<file path="src/rtl/dqa_pkg.sv">
// Shared types, constants and helpers for the two-queue admission buffer.
`default_nettype none
package dqa_pkg;

	localparam int HANDLE_BITS = 16;
	localparam int FIFO_DEPTH_DEFAULT = 64;
	localparam int ADDR_BITS = 16;
	localparam int LIMIT_BITS = 7;
	localparam int THR_BITS = LIMIT_BITS + 1;
	localparam int CFG_IDX_BITS = 2;
	localparam int CFG_DATA_BITS = 16;

	localparam logic [CFG_IDX_BITS-1:0] REG_QUEUE_LIMIT = 2'd0;
	localparam logic [CFG_IDX_BITS-1:0] REG_NODE_ADDRESS = 2'd1;

	localparam logic [LIMIT_BITS-1:0] QLIM_RESET = 7'd50;
	localparam logic [ADDR_BITS-1:0] NODE_RESET = 16'd0;
	localparam logic [THR_BITS-1:0] T1_RESET = THR_BITS'(50 / 3);
	localparam logic [THR_BITS-1:0] T2_RESET = THR_BITS'((50 * 2) / 3);

	localparam logic MODE_ENQ = 1'b0;
	localparam logic MODE_DEQ = 1'b1;

	localparam logic [1:0] BS_ACCEPT = 2'd0;
	localparam logic [1:0] BS_FILTER = 2'd1;
	localparam logic [1:0] BS_REJECT = 2'd2;

	typedef struct packed {
		logic                   mode;
		logic [ADDR_BITS-1:0]   source_address;
		logic [HANDLE_BITS-1:0] packet_handle;
	} item_t;

	typedef struct packed {
		logic                   admitted;
		logic [1:0]             buffer_state;
		logic                   went_local;
		logic                   overflow_drop;
		logic                   out_valid;
		logic [HANDLE_BITS-1:0] out_handle;
		logic                   out_from_local;
	} result_t;

	// Thresholds and node address handed from the register block to the datapath.
	typedef struct packed {
		logic [THR_BITS-1:0]  t1;
		logic [THR_BITS-1:0]  t2;
		logic [ADDR_BITS-1:0] node;
	} thr_t;

	// Divide an 8-bit value by three: multiply by 171/512, exact for inputs below 512.
	function automatic logic [THR_BITS-1:0] div3(input logic [THR_BITS-1:0] x);
		logic [THR_BITS+8:0] prod;
		prod = (THR_BITS+9)'(x) * (THR_BITS+9)'(171);
		return prod[THR_BITS+8:9];
	endfunction

endpackage
`default_nettype wire

</file>
<file path="src/rtl/dqa_ram.sv">
// Generic single-write, single-read RAM with a registered read port.
`default_nettype none
module dqa_ram #(
	parameter int WIDTH = 16,
	parameter int DEPTH = 64
) (
	input  wire logic                     clk,
	input  wire logic                     we,
	input  wire logic [$clog2(DEPTH)-1:0] waddr,
	input  wire logic [WIDTH-1:0]         wdata,
	input  wire logic                     re,
	input  wire logic [$clog2(DEPTH)-1:0] raddr,
	output logic      [WIDTH-1:0]         rdata
);

	logic [WIDTH-1:0] mem [DEPTH];

	always_ff @(posedge clk) begin
		if (we) begin
			mem[waddr] <= wdata;
		end
		if (re) begin
			rdata <= mem[raddr];
		end
	end

endmodule
`default_nettype wire

</file>
<file path="src/rtl/dqa_cfg.sv">
// Configuration registers and the precomputed one-third and two-thirds thresholds.
`default_nettype none
module dqa_cfg
	import dqa_pkg::*;
(
	input  wire logic                     clk,
	input  wire logic                     arst_n,
	input  wire logic                     cfg_valid,
	input  wire logic [CFG_IDX_BITS-1:0]  cfg_index,
	input  wire logic [CFG_DATA_BITS-1:0] cfg_data,
	output thr_t                          thr
);

	logic [LIMIT_BITS-1:0] qlim;
	logic [THR_BITS-1:0]   t1_q;
	logic [THR_BITS-1:0]   t2_q;
	logic [ADDR_BITS-1:0]  node_q;

	assign qlim = cfg_data[LIMIT_BITS-1:0];

	// Thresholds are worked out once per write so the enqueue path only compares.
	always_ff @(posedge clk or negedge arst_n) begin
		if (!arst_n) begin
			t1_q   <= T1_RESET;
			t2_q   <= T2_RESET;
			node_q <= NODE_RESET;
		end else if (cfg_valid) begin
			unique case (cfg_index)
				REG_QUEUE_LIMIT: begin
					t1_q <= div3({1'b0, qlim});
					t2_q <= div3({qlim, 1'b0});
				end
				REG_NODE_ADDRESS: begin
					node_q <= cfg_data[ADDR_BITS-1:0];
				end
				default: begin
				end
			endcase
		end
	end

	assign thr.t1   = t1_q;
	assign thr.t2   = t2_q;
	assign thr.node = node_q;

endmodule
`default_nettype wire

</file>
<file path="src/rtl/dual_queue_admission_round_robin.sv">
// Top level: two handle FIFOs in RAM with occupancy admission and round-robin service.
// Enqueue: result is registered and shown in the cycle after the input beat; the next item
// can be taken in the following cycle. Dequeue: the head entry is read from RAM into the RAM
// read register and then moved to the output register; a new item is taken once it is there.
// A new item also waits while a finished result is held by a stalled output.
// Reset clears state, heads, counts, turn (local first) and output valid; RAM and data stay.
`default_nettype none
module dual_queue_admission_round_robin
	import dqa_pkg::*;
#(
	parameter int FIFO_DEPTH = FIFO_DEPTH_DEFAULT
) (
	input  wire logic                     clk,
	input  wire logic                     arst_n,
	input  wire logic                     req_valid,
	output logic                          req_stall,
	input  wire item_t                    req,
	output logic                          rsp_valid,
	input  wire logic                     rsp_stall,
	output result_t                       rsp,
	input  wire logic                     cfg_valid,
	output logic                          cfg_ready,
	input  wire logic [CFG_IDX_BITS-1:0]  cfg_index,
	input  wire logic [CFG_DATA_BITS-1:0] cfg_data
);

	localparam int AW = $clog2(FIFO_DEPTH);
	localparam int CW = $clog2(FIFO_DEPTH + 1);
	localparam int SW = CW + 1;
	localparam int CMPW = (SW > THR_BITS) ? SW : THR_BITS;

	typedef enum logic [1:0] {
		ST_IDLE = 2'b01,
		ST_READ = 2'b10
	} state_t;

	state_t  st_q;
	thr_t    thr;

	logic [AW-1:0] lh_q, fh_q;
	logic [CW-1:0] lc_q, fc_q;
	logic          turn_q;
	logic          from_local_s1, got_s1;
	result_t       rsp_q;
	logic          rsp_valid_q;

	logic                   accept, out_free, is_enq, is_deq;
	logic [SW-1:0]          total;
	logic [1:0]             bstate;
	logic                   is_local, full, admit;
	logic                   we_l, we_f;
	logic [AW-1:0]          tail;
	logic [SW-1:0]          tail_sum;
	logic                   l_nz, f_nz, got, from_local, turn_d;
	logic                   pop_l, pop_f;
	logic [HANDLE_BITS-1:0] rd_l, rd_f;
	result_t                enq_res, deq_res;

	assign cfg_ready = 1'b1;

	dqa_cfg u_cfg (
		.clk       (clk),
		.arst_n    (arst_n),
		.cfg_valid (cfg_valid & cfg_ready),
		.cfg_index (cfg_index),
		.cfg_data  (cfg_data),
		.thr       (thr)
	);

	assign out_free  = !rsp_valid_q || !rsp_stall;
	assign req_stall = (st_q == ST_READ) || !out_free;
	assign accept    = req_valid && !req_stall;
	assign is_enq    = accept && (req.mode == MODE_ENQ);
	assign is_deq    = accept && (req.mode == MODE_DEQ);

	// Admission on the combined occupancy before the insert.
	always_comb begin
		total    = SW'(lc_q) + SW'(fc_q);
		is_local = (req.source_address == thr.node);
		if (CMPW'(total) > CMPW'(thr.t2)) begin
			bstate = BS_REJECT;
		end else if (CMPW'(total) < CMPW'(thr.t1)) begin
			bstate = BS_ACCEPT;
		end else begin
			bstate = BS_FILTER;
		end
		full  = is_local ? (lc_q >= CW'(FIFO_DEPTH)) : (fc_q >= CW'(FIFO_DEPTH));
		admit = (bstate != BS_REJECT) && !full;
		tail_sum = is_local ? (SW'(lh_q) + SW'(lc_q)) : (SW'(fh_q) + SW'(fc_q));
		if (tail_sum >= SW'(FIFO_DEPTH)) begin
			tail_sum = tail_sum - SW'(FIFO_DEPTH);
		end
		tail = tail_sum[AW-1:0];
		we_l = is_enq && admit && is_local;
		we_f = is_enq && admit && !is_local;

		enq_res                = '0;
		enq_res.admitted       = admit;
		enq_res.buffer_state   = bstate;
		enq_res.went_local     = is_local;
		enq_res.overflow_drop  = (bstate != BS_REJECT) && full;
	end

	// Round robin: an empty FIFO on its turn yields to the other and keeps the turn.
	always_comb begin
		l_nz = (lc_q != '0);
		f_nz = (fc_q != '0);
		got  = l_nz || f_nz;
		if (turn_q) begin
			from_local = l_nz;
			turn_d     = !l_nz;
		end else begin
			from_local = !f_nz && l_nz;
			turn_d     = f_nz;
		end
		pop_l = is_deq && got && from_local;
		pop_f = is_deq && got && !from_local;
	end

	dqa_ram #(.WIDTH(HANDLE_BITS), .DEPTH(FIFO_DEPTH)) u_local_ram (
		.clk   (clk),
		.we    (we_l),
		.waddr (tail),
		.wdata (req.packet_handle),
		.re    (is_deq),
		.raddr (lh_q),
		.rdata (rd_l)
	);

	dqa_ram #(.WIDTH(HANDLE_BITS), .DEPTH(FIFO_DEPTH)) u_forward_ram (
		.clk   (clk),
		.we    (we_f),
		.waddr (tail),
		.wdata (req.packet_handle),
		.re    (is_deq),
		.raddr (fh_q),
		.rdata (rd_f)
	);

	always_comb begin
		deq_res                = '0;
		deq_res.out_valid      = got_s1;
		deq_res.out_from_local = got_s1 && from_local_s1;
		if (got_s1) begin
			deq_res.out_handle = from_local_s1 ? rd_l : rd_f;
		end
	end

	always_ff @(posedge clk or negedge arst_n) begin
		if (!arst_n) begin
			st_q   <= ST_IDLE;
			lh_q   <= '0;
			fh_q   <= '0;
			lc_q   <= '0;
			fc_q   <= '0;
			turn_q <= 1'b1;
		end else begin
			unique case (st_q)
				ST_IDLE: begin
					if (is_deq) begin
						st_q <= ST_READ;
					end
				end
				ST_READ: begin
					st_q <= ST_IDLE;
				end
				default: begin
					st_q <= ST_IDLE;
				end
			endcase
			if (we_l) begin
				lc_q <= lc_q + CW'(1);
			end else if (pop_l) begin
				lc_q <= lc_q - CW'(1);
				lh_q <= (lh_q == AW'(FIFO_DEPTH - 1)) ? '0 : lh_q + AW'(1);
			end
			if (we_f) begin
				fc_q <= fc_q + CW'(1);
			end else if (pop_f) begin
				fc_q <= fc_q - CW'(1);
				fh_q <= (fh_q == AW'(FIFO_DEPTH - 1)) ? '0 : fh_q + AW'(1);
			end
			if (is_deq) begin
				turn_q <= turn_d;
			end
		end
	end

	always_ff @(posedge clk) begin
		if (is_deq) begin
			from_local_s1 <= from_local;
			got_s1        <= got;
		end
	end

	// Output register: loaded by an enqueue at once or by a dequeue after its RAM read.
	always_ff @(posedge clk or negedge arst_n) begin
		if (!arst_n) begin
			rsp_valid_q <= 1'b0;
		end else if (is_enq || (st_q == ST_READ)) begin
			rsp_valid_q <= 1'b1;
		end else if (!rsp_stall) begin
			rsp_valid_q <= 1'b0;
		end
	end

	always_ff @(posedge clk) begin
		if (is_enq) begin
			rsp_q <= enq_res;
		end else if (st_q == ST_READ) begin
			rsp_q <= deq_res;
		end
	end

	assign rsp_valid = rsp_valid_q;
	assign rsp       = rsp_q;

	a_one_write: assert property (@(posedge clk) disable iff (!arst_n) !(we_l && we_f))
		else $error("both FIFO memories written in one cycle");

	a_count_bound: assert property (@(posedge clk) disable iff (!arst_n)
		(lc_q <= CW'(FIFO_DEPTH)) && (fc_q <= CW'(FIFO_DEPTH)))
		else $error("FIFO count above depth");

	a_read_slot_free: assert property (@(posedge clk) disable iff (!arst_n)
		(st_q == ST_READ) |-> !rsp_valid_q)
		else $error("dequeue read data arrives while output register is occupied");

	a_deq_reads: assert property (@(posedge clk) disable iff (!arst_n)
		is_deq |=> (st_q == ST_READ))
		else $error("accepted dequeue did not enter the read cycle");

	a_result_follows: assert property (@(posedge clk) disable iff (!arst_n)
		(is_enq || (st_q == ST_READ)) |=> rsp_valid_q)
		else $error("finished item did not reach the output register");

endmodule
`default_nettype wire
</file>
<file path="config.mk">
export PLATFORM = sky130hd
export DESIGN_NAME = dual_queue_admission_round_robin
export DESIGN_NICKNAME = d
export VERILOG_FILES = /design/src/rtl/dqa_pkg.sv /design/src/rtl/dqa_ram.sv /design/src/rtl/dqa_cfg.sv /design/src/rtl/dual_queue_admission_round_robin.sv
export SDC_FILE = /design/constraint.sdc
export NUM_CORES = 2
export LEC_CHECK = 0
export BUFFER_PORTS_ARGS = -buffer_cell sky130_fd_sc_hd__buf_2
export CAP_MARGIN = 20
export CORE_MARGIN = 3
export CORE_UTILIZATION = 31
export CTS_CLUSTER_DIAMETER = 120
export DETAILED_ROUTE_END_ITERATION = 7
export SYNTH_ARGS = -nofsm -noshare
export SYNTH_HDL_FRONTEND = slang
export SYNTH_SLANG_ARGS = --single-unit
</file>
<file path="constraint.sdc">
create_clock -name clk -period 5.1 [get_ports clk]
set_input_delay 0.765 -clock clk [delete_from_list [all_inputs] [get_ports clk]]
set_output_delay 0.765 -clock clk [all_outputs]
set_load 0.01 [all_outputs]
</file>
==> impl_metrics.toml <==
[yosys]
synth_area_mm2 = 0.08476
yosysUniqueCellTypes = 65
synth_common_cells = "2087 x edfxtp_1, 640 x mux4_2, 143 x nor2_1"
netlist_instances = 3731
yosys.area.top_type_share_pct = 73.94
async_reset_ff_share_pct = 2.456
synth_largest_area_cell = "edfxtp_1"
synth_area_leaders = "edfxtp_1 74%, mux4_2 17%, dfrtp_1 1.4%"
ys.flop_type = "edfxtp_1"
synth-warning-count = 0
synth_nets = 3877
avgSynthCellArea_um2 = 22.72
synth-edff-count = 2087
synth.yosys.seq_area_share_pct = 75.94
synth-seq-cells = 2158
synth.most_common_cell = "edfxtp_1"

[route]
drt-total-wl_um = 204500
drt_iter0_markers = 4167
drc = 0
wl_per_cell_um = 26.10
drt-vias-per-instance = 5.080
firstDrtPassIters = 7
via_count = 39805
postRouteAntennaNets = 0

[global_routing]
grt_busiest_layer = "met2"
grt_usage_pct = 14.43
grt_pass1_wl_um = 296200
grtUsageMet1_pct = 19.82
grt_pass1_vias = 40521
grt_antenna_before_repair = 6
grt_max_degree = 147
overflow = 0
use_met3_pct = 2.088
use_met2_pct = 23.80

[worst_setup_path]
reg2reg_to = "fc_q[6]"
cp_max_fo = 6
cp_common_cell = "a21oi_1"
crit_buf_inv = 2
setup.worst_path.class = "register to register"
reg2reg_depth = 21
cp-start-kind = "register"
critical_path_required_ps = 5790
end_kind = "register"
r2r_setup_slack_ps = 300
critPathTopFamily = "compound AO/OA/AOI/OAI gates"
cp_cell_sequence = "ha_1 -> fa_1 -> a21o_1 -> a21oi_1 -> o21bai_1 -> a21oi_1 -> xnor2_1 -> ha_1 -> nand3_1 -> nor2_1 -> a211oi_1 -> buf_4 -> nor4b_4 -> buf_4 -> nand2_1 -> fa_1 -> a21o_1 -> a21oi_2 -> o21ai_0 -> a311oi_1 -> a21oi_1"
crit_path_top_delay_cell = "fa_1"
cp_slowest_stage_delay_ps = 460
arrival_ps = 5490
r2r-start = "lc_q[0]"

[timing]
fin_crit_ps = 4802
slew_violations = 0
max_clock_freq_mhz = 208.2
setup_viol = 0
relSlewSlack_pct = 11.51
finalWorstSetupSlack_ps = 297.7
worstMarginPinSlew_ps = 1327
rsz0062_at_grt = "false"
setup-tns-final_ps = 0
fin_skew_ps = 113.1
hold_ws_ps = 92.40
finalCritPeriodShare_pct = 94.16
finalHoldViolCount = 0

[power_and_ir_drop]
combPwrFrac_pct = 29.4
pwr-share-seq_pct = 40.1
sw_frac_of_total_pct = 30.11
internal-power_w = 0.03528
peakVddDrop_v = 0.0004911
leakage_nw = 30.86
p_sw_w = 0.01520
powerDensity_mw_per_mm2 = 514.9
clockPowerShare_pct = 30.5

[floorplanning]
initial_core_util_pct = 31.22
num_rows = 191
dieArea_mm2 = 0.2797
die_w_um = 528.9
die_y_um = 528.9
ios = 82
core_area_mm2 = 0.2715

[clock_tree]
cts_max_level = 4
clk-insertion-delay-late_ps = 880
clock_tree.root_cell = "clkbuf_16"
postCtsHoldBufs = 0
cts_sinks = 2158
clock_tree.buffer_depth = 4
cts_tree = "done"
cts_buffers = 217
clkTransAtPathRegs_ps = 60

[final_layout]
regArea_mm2 = 0.06439
drive_gt1_share_pct = 31.67
fillCellCount = 24639
fin_cells = 7836
nNetsFinal = 4235
area_growth_pct = 15.68
fin_util_pct = 36.11
multi_input_area_mm2 = 0.01960

[placed_design]
dp.cells = 7435
dp_hpwl_um = 123300
gp_congestion = 0.8047
io_buffers = 80
place_ws_ps = 70.22

[outcome]
status = "complete, no violations"

[run]
maxCapViolCount = 0

[min_path]
holdCritPathClass = "input port to async pin"
layout make-up:
| class | instances | area share [%] |
|---|---|---|
| sequential | 2158 | 65.68 |
| multi-input combinational | 1356 | 19.99 |
| clock buffer | 267 | 5.887 |
| tap | 3570 | 4.556 |
| timing repair buffer | 324 | 2.665 |
| clock inverter | 126 | 1.096 |
| inverter | 32 | 0.1225 |
| antenna | 3 | 0.007657 |
cells by family (layout without fill, tap and decap cells):
group / Yosys count / after routing / synth area share (%)
other: 1 / 4 / 0.004424
flip-flops: 2158 / 2158 / 75.94
AO/OA/AOI/OAI: 192 / 192 / 1.563
multiplexers: 696 / 696 / 17.73
adder cells (fa/ha/maj): 90 / 90 / 1.453
AND/OR/NAND/NOR: 324 / 324 / 1.726
buffers and inverters: 217 / 749 / 1.038
XOR/XNOR: 53 / 53 / 0.5477
placed cells by master (no fill, tap or decap), drive strengths merged, types with 49 or more instances in the layout:
cell	n
edfxtp	2087
mux4	640
buf	324
clkbuf	267
nor2	143
nand2	95
clkinv	95
ha	76
a22oi	70
dfrtp	49
worst register-to-register path: stages, from the launching register on:
cell      delay, ps
dfrtp_1         380
ha_1            250
fa_1            410
a21o_1          190
a21oi_1         220
o21bai_1        100
a21oi_1         180
xnor2_1         110
ha_1            320
nand3_1         100
nor2_1          150
a211oi_1         60
buf_4           170
nor4b_4         230
buf_4           170
nand2_1         170
fa_1            460
a21o_1          190
a21oi_2         190
o21ai_0         130
a311oi_1        340
a21oi_1          80
how the worst max path moves through the flow:
stage / start / end / slack (ps) / cells after the start
after global routing: lc_q[0] / lc_q[6] / 20 / 21
after floorplan: lc_q[0] / fc_q[6] / 330 / 20
final: lc_q[0] / fc_q[6] / 300 / 21
after detailed placement: lc_q[0] / fc_q[6] / 70 / 20
after global placement: lc_q[0] / fc_q[6] / 120 / 20
after CTS: lc_q[0] / fc_q[6] / 30 / 20
layer usage:
layer	wire length (um)	vias up
li1	-	16521
met1	84910	21593
met2	100700	1407
met3	13300	284
met4	5592	0
met5	0	-
sequential cells by signal, indices dropped and copies added, names as in the netlist, 16 cells and up:
| signal | flops |
|---|---|
| u_forward_ram.mem | 1024 |
| u_local_ram.mem | 1024 |
| rsp | 23 |
| u_cfg.node_q | 16 |
| u_forward_ram.rdata | 16 |
| u_local_ram.rdata | 16 |
timing repair:
item | in CTS | in global routing
setup endpoints to repair | 1 | 42
buffers inserted | 0 | 3
gates resized for setup | 0 | 3
endpoints found under the hold margin | 0 | 0
cloned | 0 | 0
pin swaps | 1 | 1
power by group through the flow:
stage / registers [W] / logic (W) / clock network [W]
after global placement: 0.0206 / 0.0149 / 0
after CTS: 0.0203 / 0.0150 / 0.0157
after global routing: 0.0203 / 0.0158 / 0.0165
final: 0.0202 / 0.0148 / 0.0154
after detailed placement: 0.0206 / 0.0150 / 0
after floorplan: 0.0204 / 0.0101 / 0
per-stage QoR:
| stage | total power [W] | area [um2] |
|---|---|---|
| 5_1_grt | 0.05255 | 98040 |
| 4_1_cts | 0.05103 | 97950 |
| 6_report | 0.05048 | 98040 |
| 2_1_floorplan | 0.03042 | 84760 |
| 3_5_place_dp | 0.03561 | 91100 |
| 3_3_place_gp | 0.03551 | 91100 |
Power figures use the tool's default switching activity.
